**config.mk**
```make
export PLATFORM = sky130hd
export DESIGN_NAME = midi_track_event_parser_top
export DESIGN_NICKNAME = d
export VERILOG_FILES = /design/src/rtl/mtep_pkg.sv /design/src/rtl/mtep_in_reg.sv /design/src/rtl/mtep_parser.sv /design/src/rtl/mtep_out_reg.sv /design/src/rtl/midi_track_event_parser_top.sv
export SDC_FILE = /design/constraint.sdc
export NUM_CORES = 1
export LEC_CHECK = 0
export ABC_AREA = 0
export BUFFER_PORTS_ARGS = -buffer_cell sky130_fd_sc_hd__buf_2
export CAP_MARGIN = 20
export CORE_MARGIN = 5
export CORE_UTILIZATION = 65
export CTS_BUF_LIST = sky130_fd_sc_hd__clkbuf_16
export DETAILED_ROUTE_END_ITERATION = 8
export PLACE_DENSITY = 0.86
export SLEW_MARGIN = 20
export SYNTH_ARGS = -nofsm -noshare
export SYNTH_HDL_FRONTEND = slang
export SYNTH_SLANG_ARGS = --single-unit
```
**constraint.sdc**
```tcl
create_clock -name clk -period 19.4 [get_ports clk]
set_clock_uncertainty 0.1 [all_clocks]
set_input_delay 0.97 -clock clk [delete_from_list [all_inputs] [get_ports clk]]
set_output_delay 0.97 -clock clk [all_outputs]
set_load 0.02 [all_outputs]
```
**src/rtl/mtep_pkg.sv**
```systemverilog
`default_nettype none
// ----------------------------------------------------------------------------
// mtep_pkg: shared types for the MIDI track event parser
// Item and result records, event kind codes and decode constants.
// ----------------------------------------------------------------------------
package mtep_pkg;

    typedef enum logic [2:0] {
        KIND_RELEASE = 3'd0,
        KIND_PRESS   = 3'd1,
        KIND_AFTER   = 3'd2,
        KIND_TEMPO   = 3'd3,
        KIND_END     = 3'd4,
        KIND_UNKNOWN = 3'd5,
        KIND_ERROR   = 3'd6
    } kind_t;

    localparam logic [3:0] HI_NOTE_OFF  = 4'h8;
    localparam logic [3:0] HI_NOTE_ON   = 4'h9;
    localparam logic [3:0] HI_AFTER     = 4'hA;
    localparam logic [3:0] HI_PROGRAM   = 4'hC;
    localparam logic [3:0] HI_PRESSURE  = 4'hD;
    localparam logic [3:0] HI_META      = 4'hF;
    localparam logic [7:0] META_END     = 8'h2F;
    localparam logic [7:0] META_TEMPO   = 8'h51;

    typedef struct packed {
        logic [7:0]  data_byte;
        logic        track_start;
        logic [15:0] track_number;
    } mtep_item_t;

    typedef struct packed {
        logic [31:0] abs_tick;
        kind_t       event_kind;
        logic [3:0]  channel;
        logic [7:0]  note;
        logic [7:0]  velocity;
        logic [31:0] tempo;
        logic [15:0] track_tag;
        logic [31:0] kept_count;
    } mtep_result_t;

endpackage
`default_nettype wire

```
**src/rtl/mtep_in_reg.sv**
```systemverilog
`default_nettype none
// ----------------------------------------------------------------------------
// mtep_in_reg: input register
// Capture one track byte per transfer and hold it until the parser takes it.
// ----------------------------------------------------------------------------
module mtep_in_reg (
    input  wire logic               clk,
    input  wire logic               rst_n,
    input  wire logic               in_valid,
    output logic                    in_stall,
    input  wire mtep_pkg::mtep_item_t in_item,
    input  wire logic               consume,
    output logic                    item_valid,
    output mtep_pkg::mtep_item_t    item
);
    import mtep_pkg::*;

    logic       valid_reg;
    logic       valid_next;
    mtep_item_t item_reg;

    // stall only while a held byte is not taken this cycle
    assign in_stall   = valid_reg && !consume;
    assign valid_next = in_stall ? valid_reg : in_valid;

    always_ff @(posedge clk or negedge rst_n)
    begin
        if (!rst_n)
        begin
            valid_reg <= 1'b0;
        end
        else
        begin
            valid_reg <= valid_next;
        end
    end

    always_ff @(posedge clk)
    begin
        if (!in_stall && in_valid)
        begin
            item_reg <= in_item;
        end
    end

    assign item_valid = valid_reg;
    assign item       = item_reg;

endmodule
`default_nettype wire

```
**src/rtl/mtep_parser.sv**
```systemverilog
`default_nettype none
// ----------------------------------------------------------------------------
// mtep_parser: track event decoder
// Parser state and the per-byte decode of delta times, channel and meta events.
// ----------------------------------------------------------------------------
module mtep_parser (
    input  wire logic                 clk,
    input  wire logic                 rst_n,
    input  wire logic                 fire,
    input  wire mtep_pkg::mtep_item_t item,
    output logic                      res_valid,
    output mtep_pkg::mtep_result_t    res
);
    import mtep_pkg::*;

    typedef enum logic [3:0] {
        PH_DELTA  = 4'd0,
        PH_STATUS = 4'd1,
        PH_DATA1  = 4'd2,
        PH_DATA2  = 4'd3,
        PH_MTYPE  = 4'd4,
        PH_TLEN   = 4'd5,
        PH_TBYTES = 4'd6,
        PH_MLEN   = 4'd7,
        PH_MSKIP  = 4'd8,
        PH_ENDED  = 4'd9
    } phase_t;

    phase_t      phase_reg,  phase_next,  phase_cur;
    logic [31:0] delta_reg,  delta_next,  delta_cur;
    logic [31:0] tick_reg,   tick_next,   tick_cur;
    logic [7:0]  status_reg, status_next, status_cur;
    logic [7:0]  first_reg,  first_next,  first_cur;
    logic [31:0] skip_reg,   skip_next,   skip_cur;
    logic [31:0] tempo_reg,  tempo_next,  tempo_cur;
    logic [7:0]  count_reg,  count_next,  count_cur;
    logic [31:0] total_reg,  total_next;

    logic        emit;
    kind_t       kind;
    logic [3:0]  chan;
    logic [7:0]  note_val;
    logic [7:0]  vel_val;
    logic [31:0] tempo_out;
    logic [31:0] delta_acc;
    logic [31:0] skip_acc;
    logic [31:0] tempo_acc;
    logic [7:0]  b;
    logic [3:0]  hi;

    assign b  = item.data_byte;
    assign hi = status_cur[7:4];

    // track start clears the parser and the tick before the byte is decoded
    always_comb
    begin
        if (item.track_start)
        begin
            phase_cur  = PH_DELTA;
            delta_cur  = '0;
            tick_cur   = '0;
            status_cur = '0;
            first_cur  = '0;
            skip_cur   = '0;
            tempo_cur  = '0;
            count_cur  = '0;
        end
        else
        begin
            phase_cur  = phase_reg;
            delta_cur  = delta_reg;
            tick_cur   = tick_reg;
            status_cur = status_reg;
            first_cur  = first_reg;
            skip_cur   = skip_reg;
            tempo_cur  = tempo_reg;
            count_cur  = count_reg;
        end
    end

    assign delta_acc = {delta_cur[24:0], b[6:0]};
    assign skip_acc  = {skip_cur[24:0], b[6:0]};
    assign tempo_acc = {tempo_cur[23:0], b};

    always_comb
    begin
        phase_next  = phase_cur;
        delta_next  = delta_cur;
        tick_next   = tick_cur;
        status_next = status_cur;
        first_next  = first_cur;
        skip_next   = skip_cur;
        tempo_next  = tempo_cur;
        count_next  = count_cur;
        emit        = 1'b0;
        kind        = KIND_UNKNOWN;
        chan        = '0;
        note_val    = '0;
        vel_val     = '0;
        tempo_out   = '0;

        unique case (phase_cur)
            PH_DELTA:
            begin
                if (!b[7])
                begin
                    tick_next  = tick_cur + delta_acc;
                    delta_next = '0;
                    phase_next = PH_STATUS;
                end
                else
                begin
                    delta_next = delta_acc;
                end
            end
            PH_STATUS:
            begin
                if (!b[7])
                begin
                    // data byte where a status belongs: drop the event
                    phase_next  = PH_DELTA;
                    delta_next  = '0;
                    status_next = '0;
                    first_next  = '0;
                    skip_next   = '0;
                    tempo_next  = '0;
                    count_next  = '0;
                    emit        = 1'b1;
                    kind        = KIND_ERROR;
                end
                else
                begin
                    status_next = b;
                    phase_next  = (b[7:4] == HI_META) ? PH_MTYPE : PH_DATA1;
                end
            end
            PH_DATA1:
            begin
                first_next = b;
                if (hi == HI_PROGRAM || hi == HI_PRESSURE)
                begin
                    emit       = 1'b1;
                    kind       = KIND_UNKNOWN;
                    chan       = status_cur[3:0];
                    phase_next = PH_DELTA;
                end
                else
                begin
                    phase_next = PH_DATA2;
                end
            end
            PH_DATA2:
            begin
                emit       = 1'b1;
                chan       = status_cur[3:0];
                phase_next = PH_DELTA;
                case (hi)
                    HI_NOTE_OFF, HI_NOTE_ON, HI_AFTER:
                    begin
                        note_val = first_cur;
                        vel_val  = b;
                        if (hi == HI_AFTER)
                        begin
                            kind = KIND_AFTER;
                        end
                        else if (hi == HI_NOTE_ON && b != 8'd0)
                        begin
                            kind = KIND_PRESS;
                        end
                        else
                        begin
                            kind = KIND_RELEASE;
                        end
                    end
                    default:
                    begin
                        kind = KIND_UNKNOWN;
                    end
                endcase
            end
            PH_MTYPE:
            begin
                if (b == META_END)
                begin
                    emit       = 1'b1;
                    kind       = KIND_END;
                    phase_next = PH_ENDED;
                end
                else if (b == META_TEMPO)
                begin
                    phase_next = PH_TLEN;
                end
                else
                begin
                    skip_next  = '0;
                    phase_next = PH_MLEN;
                end
            end
            PH_TLEN:
            begin
                count_next = b;
                tempo_next = '0;
                if (b == 8'd0)
                begin
                    emit       = 1'b1;
                    kind       = KIND_TEMPO;
                    phase_next = PH_DELTA;
                end
                else
                begin
                    phase_next = PH_TBYTES;
                end
            end
            PH_TBYTES:
            begin
                tempo_next = tempo_acc;
                count_next = count_cur - 8'd1;
                if (count_next == 8'd0)
                begin
                    emit       = 1'b1;
                    kind       = KIND_TEMPO;
                    tempo_out  = tempo_acc;
                    phase_next = PH_DELTA;
                end
            end
            PH_MLEN:
            begin
                skip_next = skip_acc;
                if (!b[7])
                begin
                    if (skip_acc == 32'd0)
                    begin
                        emit       = 1'b1;
                        kind       = KIND_UNKNOWN;
                        phase_next = PH_DELTA;
                    end
                    else
                    begin
                        phase_next = PH_MSKIP;
                    end
                end
            end
            PH_MSKIP:
            begin
                skip_next = skip_cur - 32'd1;
                if (skip_next == 32'd0)
                begin
                    emit       = 1'b1;
                    kind       = KIND_UNKNOWN;
                    phase_next = PH_DELTA;
                end
            end
            default:
            begin
                // after end of track: ignore everything until a track start
                phase_next = PH_ENDED;
            end
        endcase

        total_next = total_reg;
        if (emit && (kind == KIND_RELEASE || kind == KIND_PRESS ||
                     kind == KIND_AFTER || kind == KIND_TEMPO))
        begin
            total_next = total_reg + 32'd1;
        end
    end

    always_ff @(posedge clk or negedge rst_n)
    begin
        if (!rst_n)
        begin
            phase_reg  <= PH_DELTA;
            delta_reg  <= '0;
            tick_reg   <= '0;
            status_reg <= '0;
            first_reg  <= '0;
            skip_reg   <= '0;
            tempo_reg  <= '0;
            count_reg  <= '0;
            total_reg  <= '0;
        end
        else if (fire)
        begin
            phase_reg  <= phase_next;
            delta_reg  <= delta_next;
            tick_reg   <= tick_next;
            status_reg <= status_next;
            first_reg  <= first_next;
            skip_reg   <= skip_next;
            tempo_reg  <= tempo_next;
            count_reg  <= count_next;
            total_reg  <= total_next;
        end
    end

    assign res_valid      = emit;
    assign res.abs_tick   = tick_next;
    assign res.event_kind = kind;
    assign res.channel    = chan;
    assign res.note       = note_val;
    assign res.velocity   = vel_val;
    assign res.tempo      = tempo_out;
    assign res.track_tag  = item.track_number;
    assign res.kept_count = total_next;

endmodule
`default_nettype wire

```
**src/rtl/mtep_out_reg.sv**
```systemverilog
`default_nettype none
// ----------------------------------------------------------------------------
// mtep_out_reg: result register
// Hold one decoded event until the downstream side takes it.
// ----------------------------------------------------------------------------
module mtep_out_reg (
    input  wire logic                   clk,
    input  wire logic                   rst_n,
    input  wire logic                   load,
    input  wire mtep_pkg::mtep_result_t res,
    output logic                        out_free,
    output logic                        out_valid,
    input  wire logic                   out_stall,
    output mtep_pkg::mtep_result_t      out_res
);
    import mtep_pkg::*;

    logic         valid_reg;
    logic         valid_next;
    mtep_result_t res_reg;

    // free when empty or when the held result leaves this cycle
    assign out_free = !valid_reg || !out_stall;

    always_comb
    begin
        valid_next = valid_reg;
        if (out_free)
        begin
            valid_next = load;
        end
    end

    always_ff @(posedge clk or negedge rst_n)
    begin
        if (!rst_n)
        begin
            valid_reg <= 1'b0;
        end
        else
        begin
            valid_reg <= valid_next;
        end
    end

    always_ff @(posedge clk)
    begin
        if (load && out_free)
        begin
            res_reg <= res;
        end
    end

    assign out_valid = valid_reg;
    assign out_res   = res_reg;

endmodule
`default_nettype wire

```
**src/rtl/midi_track_event_parser_top.sv**
```systemverilog
`default_nettype none
// ----------------------------------------------------------------------------
// midi_track_event_parser_top: Standard MIDI File track event parser
// Decodes track body bytes into timed note, tempo and end-of-track events.
// ----------------------------------------------------------------------------
// Feed the body of one track, one byte per transfer, with track_start set on
// its first byte. The block takes one byte every cycle while not stalled: a
// byte waits in the input register, is decoded in one pass against the parser
// state, and any event it completes is registered in the result register,
// from which it leaves when the sink does not stall. The only thing that slows
// intake is the result register: while it holds an event that the sink
// stalls, the byte in the input register waits and in_stall rises. Delta
// times accumulate into abs_tick (wrapping at 2^32, cleared by track_start).
// Note on with velocity zero reports as a release; control, program,
// pressure, bend and unknown meta events report as unknown. A data byte
// where a status byte is expected reports an error and restarts parsing at a
// delta time; running status is not supported. After end of track, bytes are
// dropped silently until the next track_start. kept_count counts release,
// press, aftertouch and tempo events since reset.
// ----------------------------------------------------------------------------
module midi_track_event_parser_top (
    input  wire logic        clk,
    input  wire logic        rst_n,
    input  wire logic        in_valid,
    output logic             in_stall,
    input  wire logic [7:0]  data_byte,
    input  wire logic        track_start,
    input  wire logic [15:0] track_number,
    output logic             out_valid,
    input  wire logic        out_stall,
    output logic [31:0]      abs_tick,
    output logic [2:0]       event_kind,
    output logic [3:0]       channel,
    output logic [7:0]       note,
    output logic [7:0]       velocity,
    output logic [31:0]      tempo,
    output logic [15:0]      track_tag,
    output logic [31:0]      kept_count
);
    import mtep_pkg::*;

    mtep_item_t   in_item;
    mtep_item_t   item;
    logic         item_valid;
    logic         fire;
    logic         out_free;
    logic         res_valid;
    mtep_result_t res;
    mtep_result_t out_res;

    assign in_item.data_byte    = data_byte;
    assign in_item.track_start  = track_start;
    assign in_item.track_number = track_number;

    // decode the held byte whenever the result register can take its outcome
    assign fire = item_valid && out_free;

    mtep_in_reg u_in_reg (
        .clk        (clk),
        .rst_n      (rst_n),
        .in_valid   (in_valid),
        .in_stall   (in_stall),
        .in_item    (in_item),
        .consume    (fire),
        .item_valid (item_valid),
        .item       (item)
    );

    mtep_parser u_parser (
        .clk       (clk),
        .rst_n     (rst_n),
        .fire      (fire),
        .item      (item),
        .res_valid (res_valid),
        .res       (res)
    );

    mtep_out_reg u_out_reg (
        .clk       (clk),
        .rst_n     (rst_n),
        .load      (fire && res_valid),
        .res       (res),
        .out_free  (out_free),
        .out_valid (out_valid),
        .out_stall (out_stall),
        .out_res   (out_res)
    );

    assign abs_tick   = out_res.abs_tick;
    assign event_kind = out_res.event_kind;
    assign channel    = out_res.channel;
    assign note       = out_res.note;
    assign velocity   = out_res.velocity;
    assign tempo      = out_res.tempo;
    assign track_tag  = out_res.track_tag;
    assign kept_count = out_res.kept_count;

`ifndef NO_ASSERTIONS
    // an empty input register never holds off the source
    a_empty_no_stall: assert property (@(posedge clk) disable iff (!rst_n)
        !item_valid |-> !in_stall)
        else $error("input stalled with an empty input register");

    // a free result register means the held byte is decoded this cycle
    a_free_fires: assert property (@(posedge clk) disable iff (!rst_n)
        item_valid && out_free |-> !in_stall)
        else $error("byte held although the result register was free");

    // only note and aftertouch events carry note and velocity fields
    a_note_fields: assert property (@(posedge clk) disable iff (!rst_n)
        out_valid && (event_kind == KIND_TEMPO || event_kind == KIND_END ||
                      event_kind == KIND_UNKNOWN || event_kind == KIND_ERROR)
        |-> note == 8'd0 && velocity == 8'd0)
        else $error("non-note event with note fields set");

    // only tempo events carry a tempo value
    a_tempo_field: assert property (@(posedge clk) disable iff (!rst_n)
        out_valid && event_kind != KIND_TEMPO |-> tempo == 32'd0)
        else $error("non-tempo event with a tempo value");

    // a decoded event reaches the result register in the next cycle
    a_result_loaded: assert property (@(posedge clk) disable iff (!rst_n)
        fire && res_valid |=> out_valid)
        else $error("decoded event lost before the result register");
`endif

endmodule
`default_nettype wire
```
# ---- Word level (Yosys, flattened, before mapping)
# Index checks and enable logic that the tools add are counted.
dict set report word_totals {
  reg_bits 350
  output_inout_bits 137
  inputBits 29
}
dict set report classes {
  eq_ne 19
  add_sub_neg 4
  reduce_logical 26
  muxes 57
}
# op count
set op_table {}
lappend op_table {{2-to-1 mux 32 bit} 13}
lappend op_table {{one-hot mux 32 bit (4 select lines)} 1}
lappend op_table {{one-hot mux 32 bit (3 select lines)} 1}
lappend op_table {{zero test 32 bit} 2}
lappend op_table {{one-hot mux 32 bit (2 select lines)} 1}
lappend op_table {{2-to-1 mux 8 bit} 7}
lappend op_table {{2-to-1 mux 4 bit} 9}
lappend op_table {{one-hot mux 4 bit (9 select lines)} 1}
lappend op_table {{adder 32 x 1 -> 32 bit (second input constant)} 1}
lappend op_table {{adder 32 bit} 1}
lappend op_table {{subtractor 32 x 1 -> 32 bit (second input constant)} 1}
lappend op_table {{== test 4 bit (second input constant)} 7}
lappend op_table {{one-hot mux 8 bit (3 select lines)} 1}
lappend op_table {{2-to-1 mux 3 bit} 6}
lappend op_table {{== test 4 x 3 -> 1 bit (second input constant)} 4}
lappend op_table {{zero test 8 bit} 2}
lappend op_table {{one-hot mux 8 bit (2 select lines)} 1}
lappend op_table {{one-hot mux 3 bit (5 select lines)} 1}
lappend op_table {{2-to-1 mux 1 bit} 10}
lappend op_table {{== test 4 x 2 -> 1 bit (second input constant)} 2}
lappend op_table {{== test 8 x 6 -> 1 bit (second input constant)} 1}
lappend op_table {{== test 8 x 7 -> 1 bit (second input constant)} 1}
lappend op_table {{one-hot mux 1 bit (8 select lines)} 1}
lappend op_table {{one-hot mux 4 bit (2 select lines)} 1}
lappend op_table {{other kinds (13)} 30}

# ---- Logic depth before layout (Yosys ltp)
dict set report logic_depth {
  depth_word 13
  ltp_mapped 18
  ltp_nobuf 12
}

# ---- By module
# From an unflattened synthesis, not the netlist that was laid out.
dict set report unflattened {
  cells_unflattened 1583
  area_unflattened_um2 17116.4
}
# mod cells_per_inst seq_area_each_um2 instances area_each_um2
set modules_own_cells {}
lappend modules_own_cells {mtep_parser 1412 4329.2 1 12194.2}
lappend modules_own_cells {mtep_out_reg 139 4078.9 1 4101.4}
lappend modules_own_cells {mtep_in_reg 30 775.7 1 808.3}
lappend modules_own_cells {midi_track_event_parser_top 2 0.0 1 12.5}

# ---- Worst setup path after synthesis
# No wires, ideal clock.
dict set report synth_path {
  kind {flip-flop to flip-flop}
  start {register u_in_reg.item_reg, in the netlist u_in_reg.item[16]}
  end {register u_out_reg.res_reg, in the netlist u_out_reg.out_res[0], enable pin}
  path_stages_with_launch 16
  slack_ps 9325
  path_buffers 4
  t_arrival_ps 9329
  path_cell_list {edfxtp_1 clkbuf_1 inv_1 clkbuf_1 buf_1 nand2_1 ha_1 buf_2 or4b_2 nand2_1 nand2_1 mux2i_1 a221o_1 nor4_1 nand3_1 o21ai_1}
}
dict set report synth_via {
  elab_chain_cells 7
  elab_cells_between_ends 28
}
# item line
set synth_rtl {}
lappend synth_rtl {{start, declared} mtep_in_reg.sv:20} ;# mtep_item_t item_reg;
lappend synth_rtl {{start signal, assigned} mtep_in_reg.sv:42} ;# item_reg <= in_item;
lappend synth_rtl {{2-to-1 mux 32 bit or 2-to-1 mux 8 bit (tied branches)} mtep_parser.sv:57} ;# if (item.track_start)
lappend synth_rtl {{subtractor 32 x 1 -> 32 bit (tied with other cells)} mtep_parser.sv:245} ;# skip_next = skip_cur - 32'd1;
lappend synth_rtl {{zero test 32 bit (tied with other cells)} mtep_parser.sv:246} ;# if (skip_next == 32'd0)
lappend synth_rtl {{2-to-1 mux 1 bit (on tied branches)} n/a}
lappend synth_rtl {{one-hot mux 1 bit (8 select lines) (*)} mtep_parser.sv:102} ;# unique case (phase_cur)
lappend synth_rtl {{logical AND 1 bit (*)} midi_track_event_parser_top.sv:81} ;# .load (fire && res_valid),
lappend synth_rtl {{logical AND 1 bit (*)} mtep_out_reg.sv:48} ;# if (load && out_free)
lappend synth_rtl {{end signal, assigned} mtep_out_reg.sv:50} ;# res_reg <= res;
lappend synth_rtl {{end, declared} mtep_out_reg.sv:20} ;# mtep_result_t res_reg;
# Mark *: on every way between the ends. The rest lies on a longest branch, timed or not.
# A chain may end at the register's enable or synchronous reset.

# ---- Final worst setup path
dict set report layout_path {
  start {register u_in_reg.item_reg, in the netlist u_in_reg.item[16]}
  end {register u_out_reg.res_reg, in the netlist u_out_reg.out_res[70], enable pin}
}
# The elaborated chain is that of the path after synthesis.

==> results.md <==
* Placed Cells incl. Taps at 2,056
* Commonest non-fill, non-tap cell in the layout: nand2_1
* Filler cells at 1,741
* Reg clk slew, reported paths at 60 ps
* Number of global-route vias before repair at 13,800
* Total track usage at 29.2%
* RSZ-0062 raised after global routing: false
* First-pass GRT wire length at between 70,000 and 80,000 um
* CTS Buf Count at 35
* Distinct cells, synth at between 70 and 80
* Final setup vio count at 0
* Final WL at 44,500 um
* Largest area contributor in the netlist: edfxtp_1
* Avg Inst Size Synth at 10.5 um2
* Hold_ws at 317 ps
* Worst Tran Pin Value at 1060 ps
* Syn Std Cell Area at 17,300 um2
* Top achievable clock speed at 152 MHz
* Async SR Flop Fraction at 52.2%
* Slew margin rel. at 29.3%
* Initial antenna violation count at 0
* Routability congestion estimate at 0.923
* Critical path type: flop to flop
* Share of cells above drive strength 1 at between 10% and 20%
* Die area at between 20,000 and 30,000 um2
* Remaining DRCs at 0
* Yosys top cell area share at 27.8%
* Syn nets at 1,714
* Tmin final at around 6600 ps
* Final cell count without fillers at 2,121
* Clock sink count at ~340
* Worst Path Max Fanout at 77
* Cts repair resizes at 0
* VDD IR max at 0.0944 mV
* TNS Setup at 0 ps
* Sequential-to-total area share from yosys stat at 53.1%
* P_leak at between 8 and 9 nW
* Io pins at 166
* Post-CTS Setup Bufs at 0
* Row count at 59
* Clock insertion delay at the later pin of the skew report at between 500 and 600 ps
* Final nets at ~1,800
* Top post-synthesis cells by area: edfxtp_1 28%, dfrtp_1 25%, nand2_1 4.0%
* Hold-fix buffers at CTS at 0
* DR vias at 13,700
* Root Buffer: clkbuf_16
* Startpoint Class: flop
* Crit path DAT at about 6600 ps
* Fin. max-slew vios at 0
* # diodes at 0
* CTS tree: built
* Via/cell ratio at 6.48
* Final hold viol count at 0
* First-pass DRT Iterations at 6
* Min-Delay Path Class: flop to flop
* Dpl hpwl at 29,000 um
* IO Port Bufs at 165
* H-tree Lvls at 2
* Largest net degree at the start of global routing at around 100
* #FFs+latches synth at 335
* Syn Inst Count at 1,648
* CP Capture Type: flop
* Commonest cells after routing, fill and taps aside: 182 x nand2_1, 175 x dfrtp_1, 164 x buf_2
* Most used DFF post-synth: dfrtp_1
* Die Ht at 173 um
* Die Width at ~170 um
* Total congestion overflow at 0
* Starting Density at 66.2%
* Period utilization at 33.8%
* Max-Cap Viols at 0
* Pwr dens at 102 nW/um2
* Post-synth EDFFs at between 150 and 200
* Antenna Nets Post-Route at 0
* Number of flip-flops in the largest register at between 100 and 150
* Data required, critical path at ~19,000 ps
* CTS Buffer Depth at 3
* Area Overhead vs Synth at 12.2%
* Yosys warnings at 0
* Detailed Route Iter0 Violations at 1,402
* Routed wire per std cell at between 20 and 25 um
* Status: complete, no violations
* Core area at 26,100 um2
[through the flow]
step | power (mW) | instance area [um2] | util, % | worst slack [ps]
after floorplan | 1.21 | 17300 | - | 9330
after global placement | 1.33 | 18300 | 70.1 | 12800
after detailed placement | 1.34 | 18300 | 70.1 | 12600
after CTS | 1.98 | 19400 | 74.2 | 12580
after global routing | 2.08 | 19400 | 74.3 | 12510
final | 1.99 | 19400 | 74.3 | 12840
[power breakdown]
group          leakage, nW  total [mW]  internal [mW]  switching (mW)
clock network        0.574       0.640          0.356           0.284
logic                 3.79       0.448          0.165           0.284
registers             3.83       0.897          0.813          0.0846
total                 8.19        1.99           1.33           0.653
[synth_stat cells, types with 8 or more instances]
master,instances
nand2_1,183
dfrtp_1,175
edfxtp_1,160
o21ai_0,107
clkbuf_1,96
nor2_1,79
xnor2_1,73
nor2b_1,61
and2_1,60
a21oi_1,59
a22o_1,57
a22oi_1,48
nand3_1,43
nor3_1,40
ha_1,36
a21o_1,27
xor2_1,25
and3_1,24
mux2_2,21
inv_1,20
nand4_1,16
a31oi_1,15
nand2b_1,14
nor4_1,13
o21a_1,12
and4_1,10
o211ai_1,10
a221o_1,9
o31ai_1,9
buf_1,8
buf_2,8
[metal layers]
metal	share of wire, %	GRT usage, %	vias to the layer above
met3	7.5	5.00	98
li1	-	-	6302
met1	41	39.5	6713
met2	49	48.7	636
met5	0	0	-
met4	2.5	9.61	0
[kinds of logic (layout without fill, tap and decap cells)]
| family | after synthesis | count (layout) | share of synthesized area (%) |
|---|---|---|---|
| xor gates and xnor gates | 98 | 98 | 4.96 |
| buffers and inverters | 133 | 271 | 2.94 |
| AOI/OAI and AO/OA | 427 | 427 | 17.0 |
| and+or+nand+nor | 594 | 594 | 17.8 |
| DFF | 335 | 335 | 53.1 |
| adders and majority gates | 37 | 37 | 2.72 |
| muxes | 24 | 24 | 1.54 |
[worst paths after layout]
| path | from | endpoint | slack (ps) | cells past startpoint |
|---|---|---|---|---|
| max in group asynchronous | rst_n | u_parser.delta_reg[18] | 17180 | 2 |
| worst max-delay path | u_in_reg.item[16] | u_out_reg.out_res[70] | 12840 | 14 |
| worst max register to register | u_in_reg.item[16] | u_out_reg.out_res[70] | 12840 | 14 |
| min in group asynchronous | rst_n | u_parser.tempo_reg[20] | 440 | 1 |
| worst min-delay path | u_in_reg.item[15] | u_out_reg.out_res[47] | 320 | 0 |
| worst min register to register | u_in_reg.item[15] | u_out_reg.out_res[47] | 320 | 0 |
[worst max-delay path, stage by stage (launching register included)]
cell and delay (ps):
edfxtp_1 320, buf_4 590, inv_1 210, nand2_1 160, ha_1 370, or4b_2 730
nand2_1 270, nand2_1 210, mux2i_1 180, a221o_1 410, nor4_1 360, nand3_1 210
o21ai_4 640, buf_4 580, buf_4 730
[layout make-up]
cell class                      instances  area (um2)  share of cell area (%)
Tap cell                              335         419                    2.16
Clock buffer                           36         901                    4.64
Sequential cell                       335        9180                    47.3
Clock inverter                         28         190                   0.979
Multi-Input combinational cell       1180        7650                    39.4
Inverter                               21        78.8                   0.406
Timing Repair Buffer                  186         997                    5.13
Note: power is estimated with default switching activity, not from simulation.
